**src/design/jspd_pkg.sv**
```systemverilog
// Package for the joystick setpoint PD wrench block.
// Holds shared constants, register indexes, phase codes and the cfg/cmd structs.
// No dependencies.
`timescale 1ns / 1ps
`default_nettype none
package jspd_pkg;

  localparam int POS_LIMIT_DEF   = 250;
  localparam int YAW_LIMIT_DEF   = 180;
  localparam int DEPTH_LIMIT_DEF = 100;

  localparam int AXIS_W  = 16;
  localparam int XY_W    = 10;
  localparam int YAW_W   = 9;
  localparam int DEP_W   = 7;
  localparam int WR_W    = 41;
  localparam int GAIN_W  = 16;
  localparam int STEP_W  = 4;
  localparam int DB_W    = 15;
  localparam int MUL_W   = 27;
  localparam int PROD_W  = 2 * MUL_W;

  localparam int IN_W    = 4 * AXIS_W;
  localparam int OUT_W   = 4 * WR_W + 2 * XY_W + YAW_W + DEP_W;

  localparam int CFG_AW  = 3;
  localparam int CFG_DW  = 16;

  // Division by ten: floor(v * RECIP10 / 2^RECIP10_SH) is exact for v < 2^25
  localparam int RECIP10_SH = 29;
  localparam logic signed [MUL_W-1:0] RECIP10 = 27'sd53687092;
  // pi/180 in Q.16
  localparam logic signed [MUL_W-1:0] DEG2RAD_Q16 = 27'sd1144;

  localparam logic [CFG_AW-1:0] REG_DEADBAND = 3'd0;
  localparam logic [CFG_AW-1:0] REG_XY_STEP  = 3'd1;
  localparam logic [CFG_AW-1:0] REG_XY_RET   = 3'd2;
  localparam logic [CFG_AW-1:0] REG_YAW_STEP = 3'd3;
  localparam logic [CFG_AW-1:0] REG_KP_LIN   = 3'd4;
  localparam logic [CFG_AW-1:0] REG_KD_LIN   = 3'd5;
  localparam logic [CFG_AW-1:0] REG_KP_ANG   = 3'd6;
  localparam logic [CFG_AW-1:0] REG_KD_ANG   = 3'd7;

  localparam logic [DB_W-1:0]   RST_DEADBAND = 15'd3277;
  localparam logic [STEP_W-1:0] RST_XY_STEP  = 4'd5;
  localparam logic [STEP_W-1:0] RST_XY_RET   = 4'd3;
  localparam logic [STEP_W-1:0] RST_YAW_STEP = 4'd4;
  localparam logic [GAIN_W-1:0] RST_KP_LIN   = 16'd12800;
  localparam logic [GAIN_W-1:0] RST_KD_LIN   = 16'd2560;
  localparam logic [GAIN_W-1:0] RST_KP_ANG   = 16'd5120;
  localparam logic [GAIN_W-1:0] RST_KD_ANG   = 16'd1280;

  // Datapath phases
  localparam logic [2:0] PH_X = 3'd0;  // multiply x terms
  localparam logic [2:0] PH_Y = 3'd1;  // multiply y terms, sum x
  localparam logic [2:0] PH_Z = 3'd2;  // multiply depth terms, sum y
  localparam logic [2:0] PH_W = 3'd3;  // multiply yaw terms, sum depth
  localparam logic [2:0] PH_S = 3'd4;  // sum yaw
  localparam logic [2:0] PH_R = 3'd5;  // scale depth by 1/10, yaw by pi/180
  localparam logic [2:0] PH_F = 3'd6;  // round and load result

  typedef struct packed {
    logic [DB_W-1:0]   deadband;
    logic [STEP_W-1:0] xy_step;
    logic [STEP_W-1:0] xy_ret;
    logic [STEP_W-1:0] yaw_step;
    logic [GAIN_W-1:0] kp_lin;
    logic [GAIN_W-1:0] kd_lin;
    logic [GAIN_W-1:0] kp_ang;
    logic [GAIN_W-1:0] kd_ang;
  } cfg_t;

  typedef struct packed {
    logic       upd;
    logic       run;
    logic [2:0] ph;
    logic       ld_out;
  } cmd_t;

endpackage
`default_nettype wire

```
**src/design/jspd_ctrl.sv**
```systemverilog
// Sequencer for the joystick setpoint PD wrench block: accept, phase steps, result load.
// Depends on jspd_pkg.
`timescale 1ns / 1ps
`default_nettype none
module jspd_ctrl (
  input  wire logic    clk,
  input  wire logic    rst_n,
  input  wire logic    in_tvalid,
  output logic         in_tready,
  output logic         out_tvalid,
  input  wire logic    out_tready,
  output jspd_pkg::cmd_t cmd
);

  localparam logic [2:0] ST_IDLE = 3'd0;
  localparam logic [2:0] ST_X    = 3'd1;
  localparam logic [2:0] ST_Y    = 3'd2;
  localparam logic [2:0] ST_Z    = 3'd3;
  localparam logic [2:0] ST_W    = 3'd4;
  localparam logic [2:0] ST_S    = 3'd5;
  localparam logic [2:0] ST_R    = 3'd6;
  localparam logic [2:0] ST_F    = 3'd7;

  logic [2:0] state_r, state_nxt;
  logic       out_valid_r, out_valid_nxt;

  always_comb begin
    state_nxt  = state_r;
    cmd        = '0;
    cmd.ph     = jspd_pkg::PH_X;
    case (state_r)
      ST_IDLE: begin
        if (in_tvalid) begin
          cmd.upd   = 1'b1;
          state_nxt = ST_X;
        end
      end
      ST_X: begin
        cmd.run = 1'b1; cmd.ph = jspd_pkg::PH_X; state_nxt = ST_Y;
      end
      ST_Y: begin
        cmd.run = 1'b1; cmd.ph = jspd_pkg::PH_Y; state_nxt = ST_Z;
      end
      ST_Z: begin
        cmd.run = 1'b1; cmd.ph = jspd_pkg::PH_Z; state_nxt = ST_W;
      end
      ST_W: begin
        cmd.run = 1'b1; cmd.ph = jspd_pkg::PH_W; state_nxt = ST_S;
      end
      ST_S: begin
        cmd.run = 1'b1; cmd.ph = jspd_pkg::PH_S; state_nxt = ST_R;
      end
      ST_R: begin
        cmd.run = 1'b1; cmd.ph = jspd_pkg::PH_R; state_nxt = ST_F;
      end
      ST_F: begin
        cmd.ph  = jspd_pkg::PH_F;
        // hold the scaled products until the result register is free
        if (!out_valid_r || out_tready) begin
          cmd.ld_out = 1'b1;
          state_nxt  = ST_IDLE;
        end
      end
      default: state_nxt = ST_IDLE;
    endcase
  end

  always_comb begin
    if (cmd.ld_out) begin
      out_valid_nxt = 1'b1;
    end else if (out_tready) begin
      out_valid_nxt = 1'b0;
    end else begin
      out_valid_nxt = out_valid_r;
    end
  end

  always_ff @(posedge clk) begin
    if (!rst_n) begin
      state_r     <= ST_IDLE;
      out_valid_r <= 1'b0;
    end else begin
      state_r     <= state_nxt;
      out_valid_r <= out_valid_nxt;
    end
  end

  assign in_tready  = (state_r == ST_IDLE);
  assign out_tvalid = out_valid_r;

endmodule
`default_nettype wire

```
**config.mk**
```make
export PLATFORM = sky130hd
export DESIGN_NAME = jspd_ctrl
export DESIGN_NICKNAME = d
export VERILOG_FILES = /design/src/design/jspd_pkg.sv /design/src/design/jspd_ctrl.sv
export SDC_FILE = /design/constraint.sdc
export NUM_CORES = 1
export LEC_CHECK = 0
export BUFFER_PORTS_ARGS = -buffer_cell sky130_fd_sc_hd__buf_2
export CAP_MARGIN = 20
export CELL_PAD_IN_SITES_DETAIL_PLACEMENT = 1
export CELL_PAD_IN_SITES_GLOBAL_PLACEMENT = 1
export CORE_AREA = 2 2 39 41
export DETAILED_ROUTE_END_ITERATION = 16
export DIE_AREA = 0 0 41 43
export PLACE_DENSITY = 0.53
export SLEW_MARGIN = 30
export SYNTH_ARGS = -nofsm -noshare
export SYNTH_HDL_FRONTEND = slang
export SYNTH_SLANG_ARGS = --single-unit
export TNS_END_PERCENT = 100
```
**constraint.sdc**
```tcl
create_clock -name clk -period 1.5 [get_ports clk]
set_input_delay 0.3 -clock clk [delete_from_list [all_inputs] [get_ports clk]]
set_output_delay 0.3 -clock clk [all_outputs]
set_load 0.02 [all_outputs]
```
[Word-level counts from Yosys, hierarchy flattened]
Cells that the tools add are included.
Word-level totals
  register bits after elaboration: 4
  bits of input ports: 4
  logic and storage cells: 28
Cells by class
  equal/unequal tests: 9
  multiplexer cells: 11
  reduce and logical (&&, ||, !) cells: 6
Operator list (number)
  3-bit one-hot mux with 8 select lines: 1
  3-bit one-hot mux with 6 select lines: 1
  3-bit == test (second input constant): 4
  1-bit 2-to-1 mux: 7
  3-bit by 2-bit == test with 1-bit output (second input constant): 2
  3-bit 2-to-1 mux: 2
  6-bit OR reduction: 1
  2-bit != test (second input constant): 2
  3-bit by 1-bit == test with 1-bit output (second input constant): 1
  3-bit zero test: 1
  2-bit AND reduction: 1
  2-bit nonzero test: 1
  1-bit zero test: 1
  1-bit logical OR: 1

[Logic depth before layout (Yosys ltp)]
  depth in word-level cells: 5
  mapped depth: 4
  mapped depth without buffers: 2

[Worst setup path after synthesis]
OpenSTA, ideal clock, no wires.
  path type: reg2out
  from: register state_r[2]
  to: output port cmd[5] (netlist bit)
  arrival time: 1.133 ns
  required time: 1.200 ns
  setup slack: 0.067 ns
  stages on the path, launching flop included: 4
  path through: dfxtp_1 -> buf_2 -> nor3_2 -> and2_1
RTL lines
  start: declaration: RTL line jspd_ctrl.sv:24  | logic [2:0] state_r, state_nxt;
  start signal: assignment: RTL line jspd_ctrl.sv:83  | state_r <= state_nxt;
  end: declaration: RTL line jspd_ctrl.sv:12  | output jspd_pkg::cmd_t cmd

==> Implementation_results.wiki <==
{| class="wikitable"
! Metric !! Value
|-
| Initial core utilization || 20.3%
|-
| Result of the run || finished, final reports clean
|-
| Highest ir drop seen on vdd || 0.000397 V
|-
| Hold buffer count at CTS || 0
|-
| Largest net degree at the start of global routing || 8
|-
| Standby leakage power || 0.183 nW
|-
| Standard-cell row count || 14
|-
| Height of the die || 43 um
|-
| Final RePlAce weighted congestion || 0.706
|-
| Count of placed standard cells in the final layout, fillers left out || 60
|-
| Transition at the pin with the smallest max-transition slack || 0.240 ns
|-
| Routed WL || 710 um
|-
| Reg area || 83.8 um^2
|-
| Top-level port count || 12
|-
| Met3 WL || 37 um
|-
| # fillers || 168
|-
| Area grow syn2layout || 39.1%
|-
| Share of the cycle needed by the critical path after routing || 97.6%
|-
| Routed length per placed instance || 11.8 um
|-
| Capturing element type of the critical path || primary output
|-
| Post-route clock skew || 0.00811 ns
|-
| Crit start category || flip-flop
|-
| Overall overflow remaining after global route || 0
|-
| Antenna-violating nets left || 0
|-
| Clock root cell || sky130_fd_sc_hd__clkbuf_4
|-
| Post-synth top area cell || sky130_fd_sc_hd__dfxtp_1
|-
| Fmax || 683 MHz
|-
| Kind of path behind the tightest hold check || input pin to flip-flop
|-
| Unrepaired setup endpoints after global routing || yes
|-
| Clock Sink Count || 4
|-
| TritonCTS buffer count || 3
|-
| Clock insertion delay at the later pin of the skew report || 0.25 ns
|-
| Global-route wire length before repair || 1150 um
|-
| Antenna diode instance count || 0
|-
| Post-cts resize count || 4
|-
| Hold slack || 0.299 ns
|-
| Biggest area contributors in the synthesized netlist || sky130_fd_sc_hd__dfxtp_1 (28%), sky130_fd_sc_hd__a2111oi_4 (9.8%), sky130_fd_sc_hd__nor3_2 (7.1%)
|-
| HPWL after detailed placement || 528 um
|-
| Starting DRC count in detailed routing || 1
|-
| Number of warning messages in the yosys log || 0
|-
| Number of buffers inserted to repair setup after CTS || 0
|-
| Max H-tree Level || 1
|-
| Core region area || 0.00138 mm^2
|-
| TritonCTS clock tree || done
|-
| Port bufs || 11
|-
| Number of placed instances, taps included || 57
|-
| Final hold violation count || 0
|-
| Required time worst endpoint || 1.20 ns
|-
| DR pass1 iterations || 4
|-
| Overall track demand over capacity in global routing || 10.5%
|-
| Area enclosed by the die boundary || 0.00176 mm^2
|-
| Final #Nets || 50
|-
| Maximum capacitance violations || 0
|-
| Number of global-route vias before repair || 284
|-
| Share of Yosys cell area claimed by the top area cell type || 28.4%
|-
| Routed vias || 265
|-
| Max layer used || met4
|-
| Crit Path Class || flip-flop to primary output
|-
| Vias per cell || 4.42
|-
| Relative slew margins || 83.9%
|-
| Mean instance size in the synthesized netlist || 9.08 um^2
|-
| Crit path time final || 1.46 ns
|-
| Routed wl met2 || 346 um
|-
| Final max-slew violation count || 0
|-
| Clock transition at path regs || 0.04 ns
|-
| Number of register bits inferred by synthesis || 4
|-
| Power density over the cells || 1010 mW/mm^2
|-
| Synthesized Nets || 35
|-
| DRC violations left || 0
|-
| Post-synthesis cell area || 282 um^2
|-
| Met1 WL || 284 um
|-
| Antenna violations before repair || 0
|-
| Sequential fraction of the synthesis area || 28.4%
|-
| Share of post-route cells with drive strength above 1 || 56.8%
|-
| Clock Tree Buf Depth || 2
|-
| Gate count after technology mapping || 31
|-
| Maximum net fanout on the critical path || 7
|-
| Final setup violation count || 0
|-
| Area occupied by multi-input gates || 178 um^2
|-
| Number of distinct library cell variants in the gate-level netlist after synthesis || 21
|-
| Die width || 41 um
|-
| Arr. time, crit path || 1.16 ns
|}
layout by cell type (no fill, tap or decap):
master	Yosys	routed
sky130_fd_sc_hd__buf_2	1	10
sky130_fd_sc_hd__nor3_2	2	1
sky130_fd_sc_hd__nand3_1	1	1
sky130_fd_sc_hd__a2111oi_4	1	1
sky130_fd_sc_hd__inv_1	1	1
sky130_fd_sc_hd__dfxtp_2	0	3
sky130_fd_sc_hd__buf_6	1	1
sky130_fd_sc_hd__o21ai_0	1	1
sky130_fd_sc_hd__o21a_1	1	1
sky130_fd_sc_hd__nor2b_1	1	1
sky130_fd_sc_hd__nor2_1	3	3
sky130_fd_sc_hd__nand3b_1	2	2
sky130_fd_sc_hd__nor3_4	0	1
sky130_fd_sc_hd__clkbuf_4	0	3
sky130_fd_sc_hd__a31oi_1	1	1
sky130_fd_sc_hd__nor3b_2	0	1
sky130_fd_sc_hd__a21o_1	1	1
sky130_fd_sc_hd__a211oi_2	1	1
sky130_fd_sc_hd__a21oi_1	2	2
sky130_fd_sc_hd__dfxtp_1	4	1
sky130_fd_sc_hd__nand2b_1	1	1
sky130_fd_sc_hd__buf_4	2	3
sky130_fd_sc_hd__and3_1	1	1
sky130_fd_sc_hd__and2_1	2	2
cell usage after synthesis, drive strengths merged:
cell type,number
nand2b,1
o21a,1
and3,1
a2111oi,1
nor2,3
a31oi,1
buf,4
and2,2
o21ai,1
nor3,2
nor3b,1
nand3b,2
inv,1
nor2b,1
a211oi,1
dfxtp,4
a21oi,2
a21o,1
nand3,1
area by class of cell:
class | instances | share of cell area, %
Multi-Input combinational cell | 22 | 45.4
Sequential cell | 4 | 21.4
Timing Repair Buffer | 14 | 21.4
Clock buffer | 3 | 5.75
Tap cell | 16 | 5.11
Inverter | 1 | 0.958
state kept, by name (all words and copies together), names as in the netlist:
name        flops
state_r         3
out_tvalid      1
kinds of logic (layout without fill, tap and decap cells):
group / after synthesis / count (layout) / share of synthesized area [%]
simple gates: 14 / 14 / 32.0
compound gates: 8 / 8 / 27.1
buf+inv: 5 / 18 / 12.4
flops: 4 / 4 / 28.4
power by group:
group | switching [mW] | internal, mW
sequential | 0.0150 | 0.116
combinational | 0.0676 | 0.0536
clock | 0.0522 | 0.0900
total | 0.135 | 0.260
final timing paths:
| check | cells past startpoint | startpoint | to | slack [ns] |
|---|---|---|---|---|
| max | 3 | state_r[0]$_SDFFE_PN0P_ | cmd[0] | 0.04 |
| min | 3 | rst_n | state_r[1]$_SDFFE_PN0P_ | 0.30 |
| max reg2reg | 3 | state_r[0]$_SDFFE_PN0P_ | state_r[0]$_SDFFE_PN0P_ | 0.47 |
| min reg2reg | 1 | state_r[1]$_SDFFE_PN0P_ | state_r[1]$_SDFFE_PN0P_ | 0.51 |
worst max-delay path, cell delays in order, from the launching register on:
cell and delay, ns:
sky130_fd_sc_hd__dfxtp_2 0.40, sky130_fd_sc_hd__and3_1 0.23, sky130_fd_sc_hd__and2_1 0.13, sky130_fd_sc_hd__buf_2 0.15
metrics by stage:
step	TNS (ns)	util (%)	setup slack (ns)	cell area, um^2	power, mW
finish	0	28.3	0.0353	392	0.394
global placement	0	25.1	0.222	348	0.241
CTS	0	27.5	0.00488	380	0.394
floorplan	0	-	0.0671	282	0.211
detailed placement	0	25.1	0.220	348	0.243
global route	-0.0293	28.3	-0.0293	392	0.411
per-layer routing:
layer,GRT usage [%],vias to the layer above
li1,-,135
met1,9.62,118
met2,15.0,7
met3,3.14,5
met4,14.0,0
met5,0,-
Note: power is estimated with default switching activity, not from simulation.
