<file path="src/design/jspd_pkg.sv">
// Package for the joystick setpoint PD wrench block.
// Holds shared constants, register indexes, phase codes and the cfg/cmd structs.
// No dependencies.
`timescale 1ns / 1ps
`default_nettype none
package jspd_pkg;

  localparam int POS_LIMIT_DEF   = 250;
  localparam int YAW_LIMIT_DEF   = 180;
  localparam int DEPTH_LIMIT_DEF = 100;

  localparam int AXIS_W  = 16;
  localparam int XY_W    = 10;
  localparam int YAW_W   = 9;
  localparam int DEP_W   = 7;
  localparam int WR_W    = 41;
  localparam int GAIN_W  = 16;
  localparam int STEP_W  = 4;
  localparam int DB_W    = 15;
  localparam int MUL_W   = 27;
  localparam int PROD_W  = 2 * MUL_W;

  localparam int IN_W    = 4 * AXIS_W;
  localparam int OUT_W   = 4 * WR_W + 2 * XY_W + YAW_W + DEP_W;

  localparam int CFG_AW  = 3;
  localparam int CFG_DW  = 16;

  // Division by ten: floor(v * RECIP10 / 2^RECIP10_SH) is exact for v < 2^25
  localparam int RECIP10_SH = 29;
  localparam logic signed [MUL_W-1:0] RECIP10 = 27'sd53687092;
  // pi/180 in Q.16
  localparam logic signed [MUL_W-1:0] DEG2RAD_Q16 = 27'sd1144;

  localparam logic [CFG_AW-1:0] REG_DEADBAND = 3'd0;
  localparam logic [CFG_AW-1:0] REG_XY_STEP  = 3'd1;
  localparam logic [CFG_AW-1:0] REG_XY_RET   = 3'd2;
  localparam logic [CFG_AW-1:0] REG_YAW_STEP = 3'd3;
  localparam logic [CFG_AW-1:0] REG_KP_LIN   = 3'd4;
  localparam logic [CFG_AW-1:0] REG_KD_LIN   = 3'd5;
  localparam logic [CFG_AW-1:0] REG_KP_ANG   = 3'd6;
  localparam logic [CFG_AW-1:0] REG_KD_ANG   = 3'd7;

  localparam logic [DB_W-1:0]   RST_DEADBAND = 15'd3277;
  localparam logic [STEP_W-1:0] RST_XY_STEP  = 4'd5;
  localparam logic [STEP_W-1:0] RST_XY_RET   = 4'd3;
  localparam logic [STEP_W-1:0] RST_YAW_STEP = 4'd4;
  localparam logic [GAIN_W-1:0] RST_KP_LIN   = 16'd12800;
  localparam logic [GAIN_W-1:0] RST_KD_LIN   = 16'd2560;
  localparam logic [GAIN_W-1:0] RST_KP_ANG   = 16'd5120;
  localparam logic [GAIN_W-1:0] RST_KD_ANG   = 16'd1280;

  // Datapath phases
  localparam logic [2:0] PH_X = 3'd0;  // multiply x terms
  localparam logic [2:0] PH_Y = 3'd1;  // multiply y terms, sum x
  localparam logic [2:0] PH_Z = 3'd2;  // multiply depth terms, sum y
  localparam logic [2:0] PH_W = 3'd3;  // multiply yaw terms, sum depth
  localparam logic [2:0] PH_S = 3'd4;  // sum yaw
  localparam logic [2:0] PH_R = 3'd5;  // scale depth by 1/10, yaw by pi/180
  localparam logic [2:0] PH_F = 3'd6;  // round and load result

  typedef struct packed {
    logic [DB_W-1:0]   deadband;
    logic [STEP_W-1:0] xy_step;
    logic [STEP_W-1:0] xy_ret;
    logic [STEP_W-1:0] yaw_step;
    logic [GAIN_W-1:0] kp_lin;
    logic [GAIN_W-1:0] kd_lin;
    logic [GAIN_W-1:0] kp_ang;
    logic [GAIN_W-1:0] kd_ang;
  } cfg_t;

  typedef struct packed {
    logic       upd;
    logic       run;
    logic [2:0] ph;
    logic       ld_out;
  } cmd_t;

endpackage
`default_nettype wire

</file>
<file path="src/design/jspd_cfg.sv">
// Configuration register bank for the joystick setpoint PD wrench block.
// Depends on jspd_pkg.
`timescale 1ns / 1ps
`default_nettype none
module jspd_cfg (
  input  wire logic                          clk,
  input  wire logic                          rst_n,
  input  wire logic                          cfg_we,
  input  wire logic [jspd_pkg::CFG_AW-1:0]   cfg_addr,
  input  wire logic [jspd_pkg::CFG_DW-1:0]   cfg_wdata,
  output jspd_pkg::cfg_t                     cfg
);

  jspd_pkg::cfg_t cfg_r;

  always_ff @(posedge clk) begin
    if (!rst_n) begin
      cfg_r.deadband <= jspd_pkg::RST_DEADBAND;
      cfg_r.xy_step  <= jspd_pkg::RST_XY_STEP;
      cfg_r.xy_ret   <= jspd_pkg::RST_XY_RET;
      cfg_r.yaw_step <= jspd_pkg::RST_YAW_STEP;
      cfg_r.kp_lin   <= jspd_pkg::RST_KP_LIN;
      cfg_r.kd_lin   <= jspd_pkg::RST_KD_LIN;
      cfg_r.kp_ang   <= jspd_pkg::RST_KP_ANG;
      cfg_r.kd_ang   <= jspd_pkg::RST_KD_ANG;
    end else if (cfg_we) begin
      case (cfg_addr)
        jspd_pkg::REG_DEADBAND: cfg_r.deadband <= cfg_wdata[jspd_pkg::DB_W-1:0];
        jspd_pkg::REG_XY_STEP:  cfg_r.xy_step  <= cfg_wdata[jspd_pkg::STEP_W-1:0];
        jspd_pkg::REG_XY_RET:   cfg_r.xy_ret   <= cfg_wdata[jspd_pkg::STEP_W-1:0];
        jspd_pkg::REG_YAW_STEP: cfg_r.yaw_step <= cfg_wdata[jspd_pkg::STEP_W-1:0];
        jspd_pkg::REG_KP_LIN:   cfg_r.kp_lin   <= cfg_wdata;
        jspd_pkg::REG_KD_LIN:   cfg_r.kd_lin   <= cfg_wdata;
        jspd_pkg::REG_KP_ANG:   cfg_r.kp_ang   <= cfg_wdata;
        jspd_pkg::REG_KD_ANG:   cfg_r.kd_ang   <= cfg_wdata;
        default: ;
      endcase
    end
  end

  assign cfg = cfg_r;

endmodule
`default_nettype wire

</file>
<file path="config.mk">
export PLATFORM = sky130hd
export DESIGN_NAME = jspd_cfg
export DESIGN_NICKNAME = d
export VERILOG_FILES = /design/src/design/jspd_pkg.sv /design/src/design/jspd_cfg.sv
export SDC_FILE = /design/constraint.sdc
export NUM_CORES = 1
export LEC_CHECK = 0
export BUFFER_PORTS_ARGS = -buffer_cell sky130_fd_sc_hd__buf_4
export CELL_PAD_IN_SITES_DETAIL_PLACEMENT = 2
export CELL_PAD_IN_SITES_GLOBAL_PLACEMENT = 2
export CORE_ASPECT_RATIO = 1.5
export CORE_MARGIN = 8
export CORE_UTILIZATION = 30
export DETAILED_ROUTE_END_ITERATION = 7
export GPL_ROUTABILITY_DRIVEN = 0
export PLACE_DENSITY = 0.85
export SLEW_MARGIN = 15
export SYNTH_ARGS = -nofsm -noshare
export SYNTH_HDL_FRONTEND = slang
export SYNTH_SLANG_ARGS = --single-unit
</file>
<file path="constraint.sdc">
create_clock -name clk -period 1.65 [get_ports clk]
set_input_delay 0.0825 -clock clk [delete_from_list [all_inputs] [get_ports clk]]
set_output_delay 0.0825 -clock clk [all_outputs]
set_load 0.005 [all_outputs]
</file>
== Word level (Yosys, flattened, before mapping) ==
Cells that the tools add are included.
W data, S select, Z words.
Word-level totals
  bits in writable memories: 0
  bits in read-only memories: 0
  memories: 0
  input port bits: 22
  latch bits: 0
  bits in registers: 91
Operators by class
  reduce and logical (&&, ||, !) cells: 9
  div/mod/pow operators: 0
  $lt $le $gt $ge: 0
  shift operators: 0
  multiplexer cells: 0
  add/sub/neg operators: 0
  bitwise gates (word level): 0
  equal/unequal tests: 7
  multipliers: 0
Operators by type and width (count)
  $reduce_and A2 Y1: 8
  $eq A3 B3 Y1 const B: 4
  $eq A3 B2 Y1 const B: 2
  $eq A3 B1 Y1 const B: 1
  $logic_not A3 Y1: 1

== Longest topological paths before layout ==
Gate-level depths: netlist of run 1.
  depth after elaboration: 2
  gate-level depth with buffers: 5
  depth with buffers taken out: 2

== Worst setup path after synthesis of run 1 ==
OpenSTA, ideal clock, no wires.
  kind: input -> register
  start point: input port cfg_addr[1] (netlist name)
  end point: register cfg_r, in the netlist cfg[78]
  cell stages on the path: 5
  path buffers: 3
  data required time: 1.526 ns
  arrival: 1.103 ns
  slack: 0.423 ns
  cells stage by stage: buf_2 or4b_1 buf_2 buf_6 mux2i_1
On the way
  word-level cells in the longest chain between the ends: 2
RTL lines
  start: declaration: line jspd_cfg.sv:9  | input wire logic [jspd_pkg::CFG_AW-1:0] cfg_addr,
  $logic_not A3 Y1: line jspd_cfg.sv:27  | case (cfg_addr)
  $reduce_and A2 Y1 (no line)
  end: declaration: line jspd_cfg.sv:14  | jspd_pkg::cfg_t cfg_r;
No other way between the ends.
A chain may end at the register's enable or synchronous reset.

== Final worst setup path of run 1 ==
  start point: register cfg_r, in the netlist cfg[87]
  end point: output port cfg[87] (netlist name)
RTL lines
  end: declaration: line jspd_cfg.sv:11  | output jspd_pkg::cfg_t cfg
No word-level cell between the ends.

==> results of run 1 <==
==> cells in the final DEF (no fill, tap or decap) <==
cell / instances
nand2_1: 86
or4b_1: 1
clkinv_2: 2
nand4bb_1: 1
nor4bb_1: 1
nor2b_1: 33
nor4bb_4: 1
mux2i_1: 91
and4b_1: 2
buf_4: 123
nor4b_1: 1
buf_12: 1
clkbuf_8: 3
clkbuf_16: 9
clkinvlp_4: 1
dfxtp_1: 91
bufinv_16: 1
nand4_1: 1
nand4b_1: 2
==> layer usage <==
layer  wire length [um]  up-vias  track usage
li1                   -     1327            -
met4                170        0      0.06182
met5                  0        -            0
met1               4269     1351       0.1497
met2               6414       63       0.2933
met3                390       12      0.03118
==> worst max path at each step <==
stage,from,to,slack [ns]
detailed placement,cfg_addr[0],cfg[78],0.35
floorplan,cfg_addr[1],cfg[78],0.42
CTS,cfg[87],cfg[87],0.70
global placement,cfg_addr[0],cfg[78],0.40
finish,cfg[87],cfg[87],0.71
global route,rst_n,cfg[30],0.68
==> power by group <==
group / total [mW] / switching, mW / internal [mW]
registers: 2.28 / 0.0301 / 2.25
clock network: 2.13 / 0.834 / 1.29
logic: 0.361 / 0.185 / 0.175
total: 4.76 / 1.05 / 3.71
==> cells by family after synthesis <==
group,count (synthesis),synth area share
muxes,91,0.2609
and+or+nand+nor,129,0.1785
buffers and inverters,28,0.03871
DFF,91,0.5219
==> stage by stage <==
step	area (sq um)	setup slack, ns	utilization	power, mW
detailed placement	4502	0.3497	0.3945	2.696
finish	4816	0.7080	0.4220	4.763
global placement	4502	0.4031	0.3945	2.680
CTS	4816	0.6953	0.4220	4.852
floorplan	3491	0.4227	-	2.500
global route	4816	0.6762	0.4220	4.941
==> synth_stat cells, types with 2 or more instances <==
cell and count:
nand4b_1 2, nand2_1 86, and4b_1 2, nor4bb_1 2, mux2i_1 91, buf_6 2, nor2b_1 33, clkbuf_1 14
buf_2 9, dfxtp_1 91, buf_1 2
==> final cells by class <==
cell class	count	area, sq um
Sequential cell	91	1822
Timing Repair Buffer	124	943.4
Clock inverter	4	47.55
Tap cell	150	187.7
Clock buffer	12	266.5
Multi-Input combinational cell	220	1549
Fill cell	1252	6595
==> reports/qor.yml, run 1 <==
outcome: "finished, final reports clean"
coreArea_sq_um: 11410
critical-path-top-delay-family: "flip-flops"
wl_um: 11250
hold_ws_ns: 0.01502
cts.path.max_buffers: 2
final_cell_count_no_fill: 601
syn_inst: 339
crit_required_ns: 1.57
netlist.area_leader.share: 0.5219
min-delay-start: "cfg_wdata[8]"
crit_chain: "buf_4"
vias: 2753
ir_drop_v: 0.0004891
grt.overflow.total: 0
fin_nets: 468
place_inst: 585
clk_latency_ns: 0.34
initial_core_util: 0.3059
post_cts_buffers: 0
p_per_area_nw_per_um2: 989.0
yosysSeqAreaShare: 0.5219
async_flop_share: 0
regToRegSetupSlack_ns: 0.96
tightest_slew_ns: 0.3809
ant_nets: 0
drv_slew: 0
groute.usage.overall: 0.1504
cts_inserted_buffers: 9
die_x_um: 104.1
hold_viol: 0
yosys.area.top_type: "dfxtp_1"
synth-edff-count: 0
hold_depth: 3
startpoint_type: "register"
ys.warnings.count: 0
worstSetupEndpointType: "output port"
antennaDiodeCount: 0
fin_skew_ns: 0
rsz0062_at_grt: "no"
hpwl_um: 8400
rows: 48
synth_cell_type_count: 16
cts_root_buf: "clkbuf_16"
cp_num_cells: 1
die_h_um: 148.1
maxCapViolCount: 0
cts_tree: "done"
grt_max_degree: 58
rr_worst_depth: 2
largest_register_ffs: 91
worstHoldPathType: "in -> reg"
synth_area_leaders: "dfxtp_1 (52%), mux2i_1 (26%), nand2_1 (9.2%)"
io_pins: 113
syn_nets: 361
min_period_ns: 0.9420
path_buf_inv: 1
drive_gt1_frac: 0.3126
r2r-end: "cfg[30]"
setup_viol: 0
syn2layout_area_growth_pct: 37.96
cts_hold_buf: 0
slowest_delay_ns: 0.38
worstSetupPathType: "reg -> out"
detail_route.vias_per_cell: 4.581
clock_sinks: 91
grt_pass1_vias: 3229
period_share: 0.5709
slowest_stage: "dfxtp_1"
synth_flop_cell: "dfxtp_1"
cp_max_fo: 2
dieArea_sq_um: 15420
clk_pin_slew_worst_paths_ns: 0.06
drt-initial-drc-count: 38
cts_resized: 0
route.detailed.drc: 0
antenna_found_initial: 0
r2r-start: "cfg[30]"
slew_headroom: 0.7446
io_buffer_count: 112
max_freq_mhz: 1062
setup_tns_ns: 0
p_leak_nw: 2.344
syn_area_per_cell_sq_um: 10.30
post_drt_wl_per_cell_um: 18.71
first_pass_iters: 3
syn-cell-area_sq_um: 3491
grt_pass1_wl_um: 18050
min_to: "cfg[8]"
synth-seq-cells: 91
cts-htree-levels: 3
cp_data_arrival_time_ns: 0.86
Note: power is estimated with default switching activity, not from simulation.
==> run 2, diff against run 1 <==
CORE_UTILIZATION = 27   (was 30)
PLACE_DENSITY = 0.81   (was 0.85)
clock period = 0.8 ns   (was 1.65 ns; I/O delays follow)
==> run 2 against run 1 <==
  * The run now ends with hold timing, setup timing left
  * Utilization up 3.9 points
  * Critical path depth up 5
  * Cell count up 10%
  * Hold slack worse by 0.020 ns
  * Clock-buffer cell count down 1
  * Clock power up 97%
  * Sequential share of layout area down 5.1 points
  * Sequential power up 110%
  * Routed wire length up 22%
  * Critical endpoint is now cfg[57]
==> reports/qor.yml, run 2 (synthesis gave the netlist of run 1 again) <==
outcome: "finished, violations left"
violations: "hold timing, setup timing"
rsz0062_at_grt: "yes"
route.detailed.drc: 0  # unchanged
cts_tree: "done"
fin_nets: 523  # +12%
detail_route.vias_per_cell: 4.573  # -0.16%
wl_met1_um: 4959  # +16%
max_freq_mhz: 1169
worstSetupPathType: "in -> reg"
regToRegSetupSlack_ns: 0.01  # -0.95 ns
syn2layout_area_growth_pct: 69.43
period_share: 1.069
layout_common_cells: "buf_6 (98), dfxtp_2 (91), mux2i_1 (89)"
place_inst: 606  # +3.6%
io_pins: 113  # unchanged
multiInputGateArea_sq_um: 1618  # +4.4%
slowest_delay_ns: 0.30  # -0.08 ns
hold_depth: 3  # unchanged
largest_register_ffs: 91  # unchanged
drv_slew: 0  # unchanged
topRoutingLayerUsed: "met4"
grt_max_degree: 41  # -29%
grt_pass1_wl_um: 19830  # +9.9%
regArea_sq_um: 1936  # +6.3%
vias: 3032  # +10%
mostFrequentLayoutCell: "buf_6"
antenna_found_initial: 0  # unchanged
hold_ws_ns: -0.004588  # -0.01960 ns
dieArea_sq_um: 16900  # +9.6%
final_cell_count_no_fill: 663  # +10%
slowest_stage: "nor4bb_4"
cp_max_fo: 8  # +6
p_leak_nw: 2.808  # +20%
min_period_ns: 0.8555
worstSetupEndpointType: "register"
die_h_um: 155.3  # +4.8%
die_x_um: 108.8  # +4.6%
hold_viol: 1  # +1
rows: 51  # +6.3%
ir_drop_v: 0.0009910  # +100%
clk_pin_slew_worst_paths_ns: 0.07  # about the same
cp_data_arrival_time_ns: 1.13  # +0.27 ns
cts_inserted_buffers: 9  # unchanged
tightest_slew_ns: 0.3055  # -0.07539 ns
hpwl_um: 8827  # +5.1%
grt_pass1_vias: 3538  # +9.6%
grt.overflow.total: 0  # unchanged
antennaDiodeCount: 0  # unchanged
min_to: "cfg[76]"
dpl-instance-area_sq_um: 4703  # +4.5%
worstHoldPathType: "in -> reg"
p_per_area_nw_per_um2: 1689  # +71%
fillers: 1314  # +5.0%
rr_worst_depth: 4  # +2
finalInstanceArea_sq_um: 5914  # +23%
r2r-start: "cfg[49]"
clk_latency_ns: 0.34  # about the same
wl_met2_um: 7952  # +24%
io_buffer_count: 112  # unchanged
timing.final.ws_setup_ns: -0.05546  # -0.7634 ns
post_drt_wl_per_cell_um: 20.72  # +11%
cpMostUsedCell: "buf_8"
groute.usage.overall: 0.1574  # +0.007009
clock_sinks: 91  # unchanged
initial_core_util: 0.2722  # -0.03375
coreArea_sq_um: 12830  # +12%
first_pass_iters: 3  # unchanged
crit_chain: "buf_8 -> buf_8 -> nor4bb_4 -> buf_4 -> buf_12 -> mux2i_4"
min-delay-start: "cfg_wdata[0]"
wl_um: 13740  # +22%
setup_viol: 108  # +108
drive_gt1_frac: 0.5734  # +0.2608
cts.path.max_buffers: 2  # unchanged
cts_hold_buf: 8  # +8
startpoint_type: "input pin"
crit_required_ns: 1.07  # -0.50 ns
r2r-end: "cfg[49]"
dr_wl_met3_um: 532  # +36%
cts_root_buf: "clkbuf_16"
fin_skew_ns: 0  # unchanged
ant_nets: 0  # unchanged
drt-initial-drc-count: 51  # +34%
slew_headroom: 0.7959  # +0.05129
cts-htree-levels: 3  # unchanged
maxCapViolCount: 0  # unchanged
==> run 2: cell types whose count changed in the layout (fill, tap and decap cells not counted), sizes merged <==
cell / delta
buf: +46
dlymetal6s4s: +1
dlygate4sd3: +7
clkinvlp: -1
==> run 2: area by class of cell <==
cell class / instances / share of cell area
clock buffer: 11 / 0.04104
clock inverter: 3 / 0.006770
multi-input combinational: 220 / 0.2735
sequential: 91 / 0.3273
tap: 159 / 0.03364
timing repair buffer: 179 / 0.3177
==> run 2: worst max path at each step <==
stage,start,slack [ns],to,cells after the start
final,cfg_addr[1],-0.06,cfg[57],6
after global routing,cfg_addr[0],-0.09,cfg[55],6
after CTS,cfg[3],-0.06,cfg[3],1
after detailed placement,cfg_addr[1],-0.39,cfg[57],5
after global placement,cfg_addr[1],-0.37,cfg[86],4
after floorplan,cfg_addr[1],-0.37,cfg[78],5
==> run 2: timing repair <==
action                     4_1_cts  5_1_grt
hold endpoints to repair         9        1
setup buffers                   16       18
gates cloned                     0        1
resized for setup              185       25
pin swaps                        0        1
setup endpoints to repair      110      130
==> run 2: through the flow <==
| stage | worst slack, ns | hold WS [ns] | util | total power [mW] | TNS (ns) |
|---|---|---|---|---|---|
| floorplan | -0.3679 | 0.2004 | - | 5.179 | -11.71 |
| global placement | -0.3720 | 0.3050 | 0.3667 | 5.618 | -20.89 |
| detailed placement | -0.3934 | 0.3294 | 0.3667 | 5.648 | -23.51 |
| CTS | -0.06279 | -0.009927 | 0.4407 | 9.992 | -2.846 |
| global route | -0.08985 | -0.01156 | 0.4611 | 10.37 | -5.279 |
| finish | -0.05546 | -0.004588 | 0.4611 | 9.992 | -2.274 |
==> run 2: critical path, delay by kind of cell <==
kind / cells / cell delay [ns]
buffers and inverters: 4 / 0.53
AND/OR/NAND/NOR: 1 / 0.30
multiplexers: 1 / 0.24
==> run 2: power breakdown <==
part / switching (mW) / total, mW / leakage, nW / internal [mW]
Combinational: 0.471 / 1.07 / 1.91 / 0.596
Clock: 1.73 / 4.19 / 0.141 / 2.46
Sequential: 0.0821 / 4.73 / 0.762 / 4.65
Total: 2.28 / 9.99 / 2.81 / 7.71
==> run 2: layer usage <==
metal | vias to the layer above | global-route usage
met4 | 0 | 0.06352
met5 | - | 0
met2 | 72 | 0.3083
li1 | 1439 | -
met3 | 19 | 0.03644
met1 | 1502 | 0.1489
